$ cat src/rtl/core/pdtm_pkg.sv
`timescale 1ns / 1ps
`default_nettype none
// -----------------------------------------------------------------------------
// pdtm_pkg: shared types and constants of the tone and clip mixer
// Holds the action and status codes, register indexes, the item structs and
// the sine ROM function.
// -----------------------------------------------------------------------------
package pdtm_pkg;

  localparam int unsigned Voices          = 20;
  localparam int unsigned VoiceIdxW       = (Voices > 1) ? $clog2(Voices) : 1;
  localparam int unsigned SineTableBits   = 10;
  localparam int unsigned ClipMemoryWords = 65536;
  localparam int unsigned ClipAddrW       = $clog2(ClipMemoryWords);
  localparam int unsigned QuarterBits     = SineTableBits - 2;
  localparam int unsigned QuarterSize     = 1 << QuarterBits;

  localparam logic [23:0] DecayReset = 24'd1678;
  localparam logic [31:0] GlideReset = 32'd9739;
  localparam logic [15:0] GainReset  = 16'd13107;

  localparam logic signed [20:0] MixMax = 21'sd1048575;
  localparam logic signed [20:0] MixMin = -21'sd1048576;

  typedef enum logic [1:0] {
    ACT_TICK  = 2'd0,
    ACT_TONE  = 2'd1,
    ACT_CLIP  = 2'd2,
    ACT_WRITE = 2'd3
  } action_e;

  typedef enum logic [1:0] {
    ST_SAMPLE  = 2'd0,
    ST_STARTED = 2'd1,
    ST_FULL    = 2'd2,
    ST_WRITTEN = 2'd3
  } status_e;

  localparam logic [1:0] RegDecay = 2'd0;
  localparam logic [1:0] RegGlide = 2'd1;
  localparam logic [1:0] RegGain  = 2'd2;

  typedef struct packed {
    logic [1:0]         action;
    logic [31:0]        phase_step;
    logic [23:0]        start_amplitude;
    logic               glide_enable;
    logic [15:0]        clip_start;
    logic [16:0]        clip_length;
    logic [15:0]        sample_address;
    logic signed [15:0] sample_value;
  } item_t;

  typedef struct packed {
    logic signed [20:0] mixed_sample;
    logic [1:0]         status;
  } result_t;

  // Quarter-wave magnitudes, one entry per position including the peak.
  typedef logic [QuarterSize:0][14:0] quarter_tab_t;

  // Polynomial quarter-wave magnitude at position r of the quadrant.
  function automatic logic [14:0] quarter_entry(input int unsigned r);
    logic [63:0] x, x2, t, y, s;
    x  = 64'(r) << (16 - QuarterBits);
    x2 = (x * x) >> 16;
    t  = (64'd4640 * x2) >> 16;
    t  = 64'd42047 - t;
    t  = (t * x2) >> 16;
    t  = 64'd102944 - t;
    y  = (t * x) >> 16;
    s  = (y * 64'd32767 + 64'd32768) >> 16;
    if (s > 64'd32767) begin
      s = 64'd32767;
    end
    return s[14:0];
  endfunction

  function automatic quarter_tab_t build_quarter();
    quarter_tab_t tab;
    for (int unsigned r = 0; r <= QuarterSize; r++) begin
      tab[r] = quarter_entry(r);
    end
    return tab;
  endfunction

  localparam quarter_tab_t QuarterTab = build_quarter();

  // Sine ROM entry in Q1.15: the quadrant mirrors and signs the quarter wave.
  function automatic logic signed [15:0] sine_rom(input logic [SineTableBits-1:0] idx);
    logic [1:0]             quad;
    logic [QuarterBits-1:0] r0;
    logic [QuarterBits:0]   r;
    logic [15:0]            mag;
    quad = idx[SineTableBits-1 -: 2];
    r0   = idx[QuarterBits-1:0];
    r    = quad[0] ? (QuarterBits+1)'(QuarterSize) - {1'b0, r0} : {1'b0, r0};
    mag  = {1'b0, QuarterTab[r]};
    return quad[1] ? -$signed(mag) : $signed(mag);
  endfunction

endpackage
`default_nettype wire

$ cat src/rtl/core/pdtm_front.sv
`timescale 1ns / 1ps
`default_nettype none
// -----------------------------------------------------------------------------
// pdtm_front: input stage and command queue
// Accepts input beats and holds them in a two-entry queue for the engine.
// -----------------------------------------------------------------------------
module pdtm_front (
  input  wire logic           clk_i,
  input  wire logic           rst_ni,
  input  wire logic           in_valid_i,
  output logic                in_ready_o,
  input  pdtm_pkg::item_t     in_item_i,
  output logic                cmd_valid_o,
  input  wire logic           cmd_ready_i,
  output pdtm_pkg::item_t     cmd_item_o
);
  import pdtm_pkg::*;

  item_t      mem_q [2];
  logic       wptr_q, rptr_q;
  logic [1:0] cnt_q;
  logic       push, pop;

  assign in_ready_o  = (cnt_q != 2'd2);
  assign cmd_valid_o = (cnt_q != 2'd0);
  assign cmd_item_o  = mem_q[rptr_q];
  assign push = in_valid_i && in_ready_o;
  assign pop  = cmd_valid_o && cmd_ready_i;

  // Queue storage.
  always_ff @(posedge clk_i) begin
    if (push) begin
      mem_q[wptr_q] <= in_item_i;
    end
  end

  // Queue pointers and fill count.
  always_ff @(posedge clk_i or negedge rst_ni) begin
    if (!rst_ni) begin
      wptr_q <= 1'b0;
      rptr_q <= 1'b0;
      cnt_q  <= 2'd0;
    end else begin
      if (push) wptr_q <= ~wptr_q;
      if (pop)  rptr_q <= ~rptr_q;
      cnt_q <= cnt_q + {1'b0, push} - {1'b0, pop};
    end
  end

  a_cnt_range: assert property (@(posedge clk_i) disable iff (!rst_ni)
    cnt_q != 2'd3) else $error("queue count out of range");
  a_no_over: assert property (@(posedge clk_i) disable iff (!rst_ni)
    cnt_q == 2'd2 && !pop |=> cnt_q == 2'd2) else $error("queue count lost");
  a_empty: assert property (@(posedge clk_i) disable iff (!rst_ni)
    cnt_q == 2'd0 |-> !pop) else $error("pop from empty queue");

endmodule
`default_nettype wire

$ cat config.mk
export PLATFORM = sky130hd
export DESIGN_NAME = pdtm_front
export DESIGN_NICKNAME = d
export VERILOG_FILES = /design/src/rtl/core/pdtm_pkg.sv /design/src/rtl/core/pdtm_front.sv
export SDC_FILE = /design/constraint.sdc
export NUM_CORES = 1
export LEC_CHECK = 0
export BUFFER_PORTS_ARGS = -buffer_cell sky130_fd_sc_hd__buf_2
export CORE_MARGIN = 2
export CORE_UTILIZATION = 25
export DETAILED_ROUTE_END_ITERATION = 16
export PLACE_DENSITY = 0.5
export SLEW_MARGIN = 20
export SYNTH_ARGS = -nofsm -noshare
export SYNTH_HDL_FRONTEND = slang
export SYNTH_SLANG_ARGS = --single-unit
$ cat constraint.sdc
create_clock -name clk_i -period 7.3 [get_ports clk_i]
set_input_delay 0.73 -clock clk_i [delete_from_list [all_inputs] [get_ports clk_i]]
set_output_delay 0.73 -clock clk_i [all_outputs]
set_load 0.05 [all_outputs]
==> run_results.csv, run 1 <==
group,metric,value,unit
logic_synthesis,synth_area_per_cell,23.2,sq um
timing,rsz0062_at_grt,"no",
worst_hold_path,hp-class,"input pin to flop",
timing,fin_tns_setup,0,ns
global_routing,grt_pass1_vias,5059,
critical_path,timing.rr.end,"mem_q[1][72]",
flow_run,cap_violations,0,
die,die_area,38900,sq um
critical_path,critPathKind,"flop to output port",
pwr,ir_drop,0.293,mV
clocking,path_clk_slew,0.06,ns
logic_synthesis,synth_top_family_by_area,"multiplexers",
die,start_util,25.5,%
global_routing,antenna_found_initial,7,
logic_synthesis,ys_ff_latch,252,
routing,first_pass_iters,4,
placement,placement.io_buffers,253,
critical_path,start_kind,"flop",
cells_and_area,area_delta_synth_final,27.7,%
die,ios,254,
critical_path,crit_required,6.57,ns
logic_synthesis,synth.distinct_cells,16,
logic_synthesis,syn_nets,533,
clocking,h-tree-depth,1,
worst_hold_path,holdPathEnd,"mem_q[1][40]",
logic_synthesis,ys_seq_area_share,80.8,%
timing,worst_pin_slew,0.971,ns
critical_path,r2r_cells,3,
logic_synthesis,ys_async_sr_fraction,1.59,%
critical_path,r2r_start,"cnt_q[1]",
logic_synthesis,synth_adder_area_share,0.268,%
placement,dp.cells,1115,
cells_and_area,fillers,3623,
cells_and_area,stdcell_count,1166,
clocking,clk_latency,0.54,ns
critical_path,max_stage_delay,0.85,ns
global_routing,grt_overflow,0,
die,core-area,36700,sq um
cells_and_area,num-nets-final,808,
clocking,cts_root_buf,"clkbuf_16",
timing,slew_headroom,35.2,%
logic_synthesis,synth.area.mux_share,17.0,%
clocking,cts_sinks,252,
critical_path,crit_chain,"buf_4, mux2_2, buf_2",
logic_synthesis,synth_compound_area_share,0,%
logic_synthesis,synth_area,9340,sq um
logic_synthesis,synth_area_leaders,"edfxtp_1 80%, mux2_2 8.9%, mux2_4 8.0%",
placement,post-dp-hpwl,12.3,mm
routing,drcViolationCount,0,
logic_synthesis,synth_area_leader_cell,"edfxtp_1",
critical_path,crit_arrival,2.84,ns
clocking,cts_tree,"done",
timing,finalSetupViolCount,0,
run_status,outcome,"finished clean",
worst_hold_path,min_from,"in_item_i[40]",
routing,ant_nets,0,
logic_synthesis,synth_top_flop_cell,"edfxtp_1",
logic_synthesis,synth-xor-area-share,0.375,%
timing,final_max_slew_viol_count,0,
cells_and_area,drive_above_1_share,59.8,%
critical_path,cp_slowest_cell,"dfrtp_4",
routing,vias,4703,
logic_synthesis,yosys_warnings,0,
die,die_x,197,microns
timing,max_freq,280,MHz
die,fp-row-count,70,
global_routing,track_usage,9.66,%
worst_hold_path,holdPathStages,1,
pwr,power_density,475,nW/um^2
logic_synthesis,postSynthCellCount,403,
critical_path,cp-end-kind,"output port",
timing,period_needed,3.57,ns
logic_synthesis,synth_top_area_share,79.7,%
die,die_h,197,microns
pwr,leakage,0.00450,uW
timing,fin_skew,0.00901,ns
global_routing,grt_pass1_wl,28.6,mm
routing,finalWirelength,19.5,mm
routing,routedWlPerCell,16.7,microns
routing,via_per_inst,4.03,
timing,final.period_utilization,49.0,%
logic_synthesis,synth_edf_count,248,
critical_path,rrSetupSlack,5.11,ns
logic_synthesis,synth.top_cells.by_count,"248 x edfxtp_1, 74 x mux2_2, 50 x mux2_4, 7 x buf_2, 7 x buf_6",
routing,dr.first_iter.drc_count,188,
placement,gp_congestion,0.655,
logic_synthesis,synthSimpleGateAreaFrac,0.348,%
timing,hold_violations,0,
clocking,cts.path.max_buffers,3,
critical_path,crit_fanout,49,
logic_synthesis,synth.most_common_cell,"edfxtp_1",
global_routing,grt_max_degree,73,
clocking,numCtsBuffers,27,
timing,fin_hold_ws,0.381,ns
==> metrics by stage <==
step                cell area, sq um  setup WS [ns]  power (uW)  utilization, %
finish                         11900           3.73        5670            32.5
global route                   11900           3.54        5930            32.5
CTS                            11900           3.59        5770            32.4
detailed placement             11100           4.18        4550            30.3
global placement               11100           4.18        4530            30.3
floorplan                       9340          0.514        4070               -
==> where the power goes <==
part	internal, uW	total, uW	switching (uW)
registers	1980	2100	122
logic	679	2370	1690
clock network	673	1190	521
total	3330	5670	2330
==> worst max-delay path: cells and delay by family, from the launching register on <==
| kind | cells | cell delay (ns) |
|---|---|---|
| buf+inv | 2 | 0.95 |
| flops | 1 | 0.85 |
| mux | 1 | 0.42 |
==> logic make-up after synthesis <==
family                     count (synthesis)
xor gates and xnor gates                   4
DFF                                      252
muxes                                    124
buffers and inverters                     15
adders and majority gates                  2
and+or+nand+nor                            6
==> placed cells by master, fill, tap and decap left out, types with 3 or more instances in the layout <==
master     count
mux2_2        74
clkbuf_16     27
edfxtp_1     248
xnor2_1        3
clkinv_2       3
buf_2        253
mux2_4        50
clkinv_1       9
clkbuf_1       9
dfrtp_1        3
buf_4          5
==> cell type report <==
| type | instances | area (sq um) | area share [%] |
|---|---|---|---|
| Clock inverter | 12 | 48.8 | 0.409 |
| Multi-Input combinational cell | 136 | 1690 | 14.2 |
| Tap cell | 468 | 586 | 4.91 |
| Sequential cell | 252 | 7550 | 63.3 |
| Clock buffer | 36 | 709 | 5.95 |
| Timing Repair Buffer | 260 | 1340 | 11.2 |
| Inverter | 1 | 3.75 | 0.0315 |
| Antenna cell | 1 | 2.50 | 0.0210 |
==> flip-flops by register name (all words and copies together) (netlist names) <==
signal and flops:
cnt_q 2, mem_q 248, rptr_q 1, wptr_q 1
==> repair_timing <==
item	CTS	global route
resized for setup	0	0
hold endpoints to repair	4	0
setup buffers	0	0
hold buffers	1	0
==> worst max-delay path by stage <==
stage	startpoint	to	slack [ns]
CTS	rptr_q	cmd_item_o[25]	3.59
global route	rptr_q	cmd_item_o[33]	3.54
global placement	rptr_q	cmd_item_o[25]	4.18
floorplan	cnt_q[0]	mem_q[0][0]	0.51
detailed placement	rptr_q	cmd_item_o[25]	4.18
finish	rptr_q	cmd_item_o[33]	3.73
==> routing by layer <==
layer  up-vias  track usage [%]  wire (microns)
met5         -                0              75
met4        12             3.17             619
met3        49             4.20            1820
met2       164             15.9            9020
met1      2321             11.3            7970
li1       2157                -               -
No activity file was read; power rests on OpenSTA's default activity.
==> run 2, diff against run 1 <==
==> constraint.sdc (replaced) <==
create_clock -name clk_i -period 3.7 [get_ports clk_i]
set_input_delay 0.37 -clock clk_i [delete_from_list [all_inputs] [get_ports clk_i]]
set_output_delay 0.37 -clock clk_i [all_outputs]
set_load 0.05 [all_outputs]
==> run_results.csv, run 2 (synthesis gave the netlist of run 1 again) <==
group,metric,value,unit
routing,routedWlPerCell,15.6,microns
global_routing,grt_overflow,0,
die,ios,254,
cells_and_area,largest_reg_flops,248,
routing,finalWirelength,20.2,mm
run_status,outcome,"finished clean",
timing,final.period_utilization,66.3,%
clocking,h-tree-depth,1,
critical_path,crit_fanout,71,
timing,period_needed,2.45,ns
placement,placed_area,11200,sq um
timing,fin_tns_setup,0,ns
worst_hold_path,hp-class,"input pin to flop",
global_routing,antenna_found_initial,3,
placement,placement.io_buffers,253,
clocking,cts_root_buf,"clkbuf_16",
placement,gp_congestion,0.669,
die,start_util,25.5,%
critical_path,cp-end-kind,"output port",
routing,drcViolationCount,0,
cells_and_area,reg_top3,"mem_q (248), cnt_q (2)",
clocking,clk_latency,0.56,ns
clocking,cts_tree,"done",
pwr,leakage,0.00509,uW
routing,via_per_inst,3.90,
timing,rsz0062_at_grt,"no",
flow_run,cap_violations,0,
cells_and_area,final_cell_area,13300,sq um
die,fp-row-count,70,
routing,dr.first_iter.drc_count,107,
clocking,path_clk_slew,0.06,ns
routing,ant_nets,0,
timing,finalSetupViolCount,0,
global_routing,grt_pass1_vias,5371,
timing,fin_skew,0.0226,ns
placement,post-dp-hpwl,12.2,mm
clocking,numCtsBuffers,30,
clocking,cts_sinks,252,
critical_path,crit_required,3.33,ns
pwr,power_density,877,nW/um^2
clocking,cts_setup_buffers,0,
clocking,cts.path.max_buffers,3,
critical_path,rrSetupSlack,1.74,ns
critical_path,start_kind,"flop",
die,die_x,197,microns
die,core-area,36700,sq um
routing,vias,5042,
critical_path,crit_arrival,2.08,ns
cells_and_area,drive_above_1_share,51.7,%
cells_and_area,area_delta_synth_final,42.8,%
timing,worst_pin_slew,0.966,ns
die,die_h,197,microns
timing,final_max_slew_viol_count,0,
timing,fin_hold_ws,0.0445,ns
cells_and_area,num-nets-final,933,
global_routing,track_usage,9.95,%
global_routing,grt_pass1_wl,29.7,mm
cells_and_area,layout_common_cells,"253 x buf_2, 248 x edfxtp_1, 123 x dlygate4sd3_1",
timing,slew_headroom,35.6,%
timing,hold_violations,0,
cells_and_area,utilization,36.3,%
die,die_area,38900,sq um
critical_path,critPathKind,"flop to output port",
cells_and_area,largest_register,"mem_q",
cells_and_area,final_common_cell,"buf_2",
pwr,ir_drop,0.588,mV
timing,max_freq,408,MHz
routing,first_pass_iters,4,
global_routing,grt_max_degree,81,
-- run 2: cell type report --
class | instances | area, sq um
Tap cell | 468 | 586
Clock buffer | 33 | 783
Timing Repair Buffer | 382 | 2580
Sequential cell | 252 | 7550
Clock inverter | 20 | 144
Antenna cell | 1 | 2.50
Fill cell | 3470 | 23400
Multi-Input combinational cell | 136 | 1690
Inverter | 1 | 3.75
-- run 2: path summary, 6_finish.rpt --
path,depth (start not counted),end,from
max,3,cmd_item_o[43],rptr_q
min,1,mem_q[0][66],in_item_i[66]
max reg2reg,4,mem_q[0][72],cnt_q[1]
min reg2reg,1,cnt_q[0],cnt_q[0]
max in group asynchronous,2,rptr_q,rst_ni
min in group asynchronous,2,rptr_q,rst_ni
-- run 2: per-layer routing --
metal | global-route usage, % | up-vias | routed length, microns
met5 | 0 | - | 22
met4 | 3.37 | 4 | 524
met3 | 3.59 | 41 | 1520
met2 | 16.7 | 162 | 9590
met1 | 11.8 | 2423 | 8510
li1 | - | 2412 | -
-- run 2: timing repair --
action / in CTS / in global routing
hold buffers: 122 / 1
resized for setup: 0 / 0
hold endpoints to repair: 246 / 2
-- run 2: critical path, cell delays in order, from the launching register on --
cell	delay, ns
dfrtp_4	0.44
buf_12	0.36
mux2_2	0.41
buf_2	0.22
-- run 2: through the flow --
step | setup WS (ns) | power, uW | std cells
after floorplan | 0.377 | 7960 | 403
after global placement | 1.74 | 8970 | 1116
after detailed placement | 1.73 | 9000 | 1116
after CTS | 1.19 | 11900 | 1291
after global routing | 1.17 | 12200 | 1293
final | 1.25 | 11700 | 1293
-- run 2: where the power goes --
part / internal (uW) / switching [uW]
Combinational: 1440 / 3470
Sequential: 3910 / 136
Clock: 1640 / 1090
==> run 3, diff against run 2 <==
--- a/config.mk
+++ b/config.mk
@@ -9,7 +9,7 @@
 export CORE_MARGIN = 2
 export CORE_UTILIZATION = 25
 export DETAILED_ROUTE_END_ITERATION = 16
-export PLACE_DENSITY = 0.5
+export PLACE_DENSITY = 0.52
 export SLEW_MARGIN = 20
 export SYNTH_ARGS = -nofsm -noshare
 export SYNTH_HDL_FRONTEND = slang
==> constraint.sdc (replaced) <==
create_clock -name clk_i -period 2.2 [get_ports clk_i]
set_input_delay 0.22 -clock clk_i [delete_from_list [all_inputs] [get_ports clk_i]]
set_output_delay 0.22 -clock clk_i [all_outputs]
set_load 0.05 [all_outputs]
==> run_results.csv, run 3 (synthesis gave the netlist of run 1 again) <==
group,metric,value,unit
pwr,power_density,1480,nW/um^2
critical_path,critPathKind,"flop to output port",
cells_and_area,diodes,0,
cells_and_area,num-nets-final,947,
placement,post-place-ws,0.357,ns
global_routing,grt_pass1_wl,30.9,mm
die,core-area,36700,sq um
placement,placement.io_buffers,253,
cells_and_area,largest_reg_flops,248,
routing,drcViolationCount,0,
placement,gp_congestion,0.688,
cells_and_area,drive_above_1_share,52.4,%
critical_path,endpoint,"cmd_item_o[2]",
run_status,outcome,"finished clean",
routing,dr.first_iter.drc_count,172,
cells_and_area,fillers,3458,
clocking,cts.path.max_buffers,3,
critical_path,start_kind,"flop",
timing,fin_hold_ws,0.391,ns
critical_path,crit_required,1.98,ns
critical_path,max_stage_delay,0.44,ns
pwr,finalPower,20100,uW
cells_and_area,layout_common_cells,"248 x edfxtp_1, 245 x buf_2, 128 x dlygate4sd3_1",
routing,finalWirelength,20.9,mm
routing,ant_nets,0,
clocking,cts_sinks,252,
timing,slew_headroom,67.8,%
timing,max_freq,467,MHz
critical_path,crit_fanout,23,
critical_path,cp-end-kind,"output port",
routing,via_per_inst,3.96,
critical_path,rrSetupSlack,0.38,ns
critical_path,crit_chain,"buf_12, buf_16, mux2_2, buf_2",
timing,worst_pin_slew,0.483,ns
clocking,cts_tree,"done",
cells_and_area,reg_top3,"mem_q (248), cnt_q (2)",
routing,first_pass_iters,4,
critical_path,timing.rr.end,"cnt_q[1]",
die,ios,254,
timing,fin_ws,0.0606,ns
critical_path,r2r_start,"cnt_q[1]",
critical_path,r2r_cells,7,
die,fp-row-count,70,
critical_path,crit_arrival,1.92,ns
placement,post-dp-hpwl,13.1,mm
die,die_area,38900,sq um
pwr,leakage,0.00521,uW
cells_and_area,utilization,37.0,%
routing,routedWlPerCell,16.0,microns
die,die_h,197,microns
global_routing,antenna_found_initial,1,
global_routing,grt_overflow,0,
timing,fin_tns_setup,0,ns
timing,period_needed,2.14,ns
die,die_x,197,microns
flow_run,cap_violations,0,
cells_and_area,final_common_cell,"edfxtp_1",
timing,fin_skew,0.0120,ns
cells_and_area,largest_register,"mem_q",
critical_path,cp_slowest_cell,"dfrtp_4",
clocking,path_clk_slew,0.06,ns
timing,rsz0062_at_grt,"yes",
pwr,ir_drop,0.929,mV
clocking,clk_latency,0.55,ns
clocking,h-tree-depth,1,
timing,hold_violations,0,
worst_hold_path,hp-class,"input pin to flop",
clocking,cts_root_buf,"clkbuf_16",
timing,final_max_slew_viol_count,0,
timing,final.period_utilization,97.2,%
die,start_util,25.5,%
cells_and_area,area_delta_synth_final,45.5,%
critical_path,worstSetupStartpoint,"rptr_q",
routing,vias,5163,
global_routing,grt_max_degree,72,
clocking,numCtsBuffers,29,
global_routing,track_usage,10.4,%
global_routing,grt_pass1_vias,5533,
timing,finalSetupViolCount,0,
## run 3: cell count changes in the layout (fill, tap and decap cells not counted), moves of 2 or more
cell           before  now
buf_12              3    8
buf_16              0    2
buf_2             253  245
buf_4               3   10
clkbuf_1            2    8
clkbuf_4            0    2
clkinv_1           12    3
clkinv_2            3    5
dlygate4sd3_1     123  128
## run 3: metrics by stage
stage | cell area (sq um) | cells
after floorplan | 9370 | 403
after global placement | 11300 | 1121
after detailed placement | 11300 | 1121
after CTS | 13500 | 1303
after global routing | 13600 | 1304
final | 13600 | 1304
## run 3: what timing repair did
item                                    CTS  global route
hold buffers                            128             0
endpoints found under the setup margin  113            25
pin swaps                                 0             0
cloned                                    0             1
gates resized for setup                   0            16
endpoints found under the hold margin   254             0
buffers inserted                          4             0
## run 3: layer usage
metal	vias to the layer above	global-route usage [%]	wire length (microns)
met2	162	18.0	10200
met3	35	3.02	1360
met5	-	0	16
met4	2	3.09	589
met1	2533	12.5	8730
li1	2431	-	-
## run 3: power breakdown
group          internal (uW)  switching, uW  total [uW]  leakage, uW
logic                   2810           5940        8760      0.00243
clock network           2750           1820        4570     0.000438
registers               6570            242        6810      0.00235
## run 3: worst min-delay path by stage
stage,startpoint,cells after the start,end,slack [ns]
6_report,in_item_i[63],2,mem_q[0][63],0.39
5_1_grt,in_item_i[31],2,mem_q[0][31],0.37
4_1_cts,in_item_i[28],2,mem_q[0][28],0.35
3_5_place_dp,rst_ni,1,cnt_q[0],0.03
3_3_place_gp,rst_ni,1,cnt_q[0],0.04
2_1_floorplan,rst_ni,0,cnt_q[0],-0.08
## run 3: critical path, delay by kind of cell (launching register included)
kind	cells	cell delay, ns
buffers and inverters	3	0.55
flip-flops	1	0.44
multiplexers	1	0.36
## run 3: cell type report
cell class	instances	area (sq um)	area share [%]
clock inverters	13	143	1.05
flip-flops and latches	252	7550	55.5
multi-input cells	136	1700	12.5
well taps	468	586	4.31
inverters	1	3.75	0.0276
repair buffers	397	2850	21.0
clock buffers	37	756	5.56
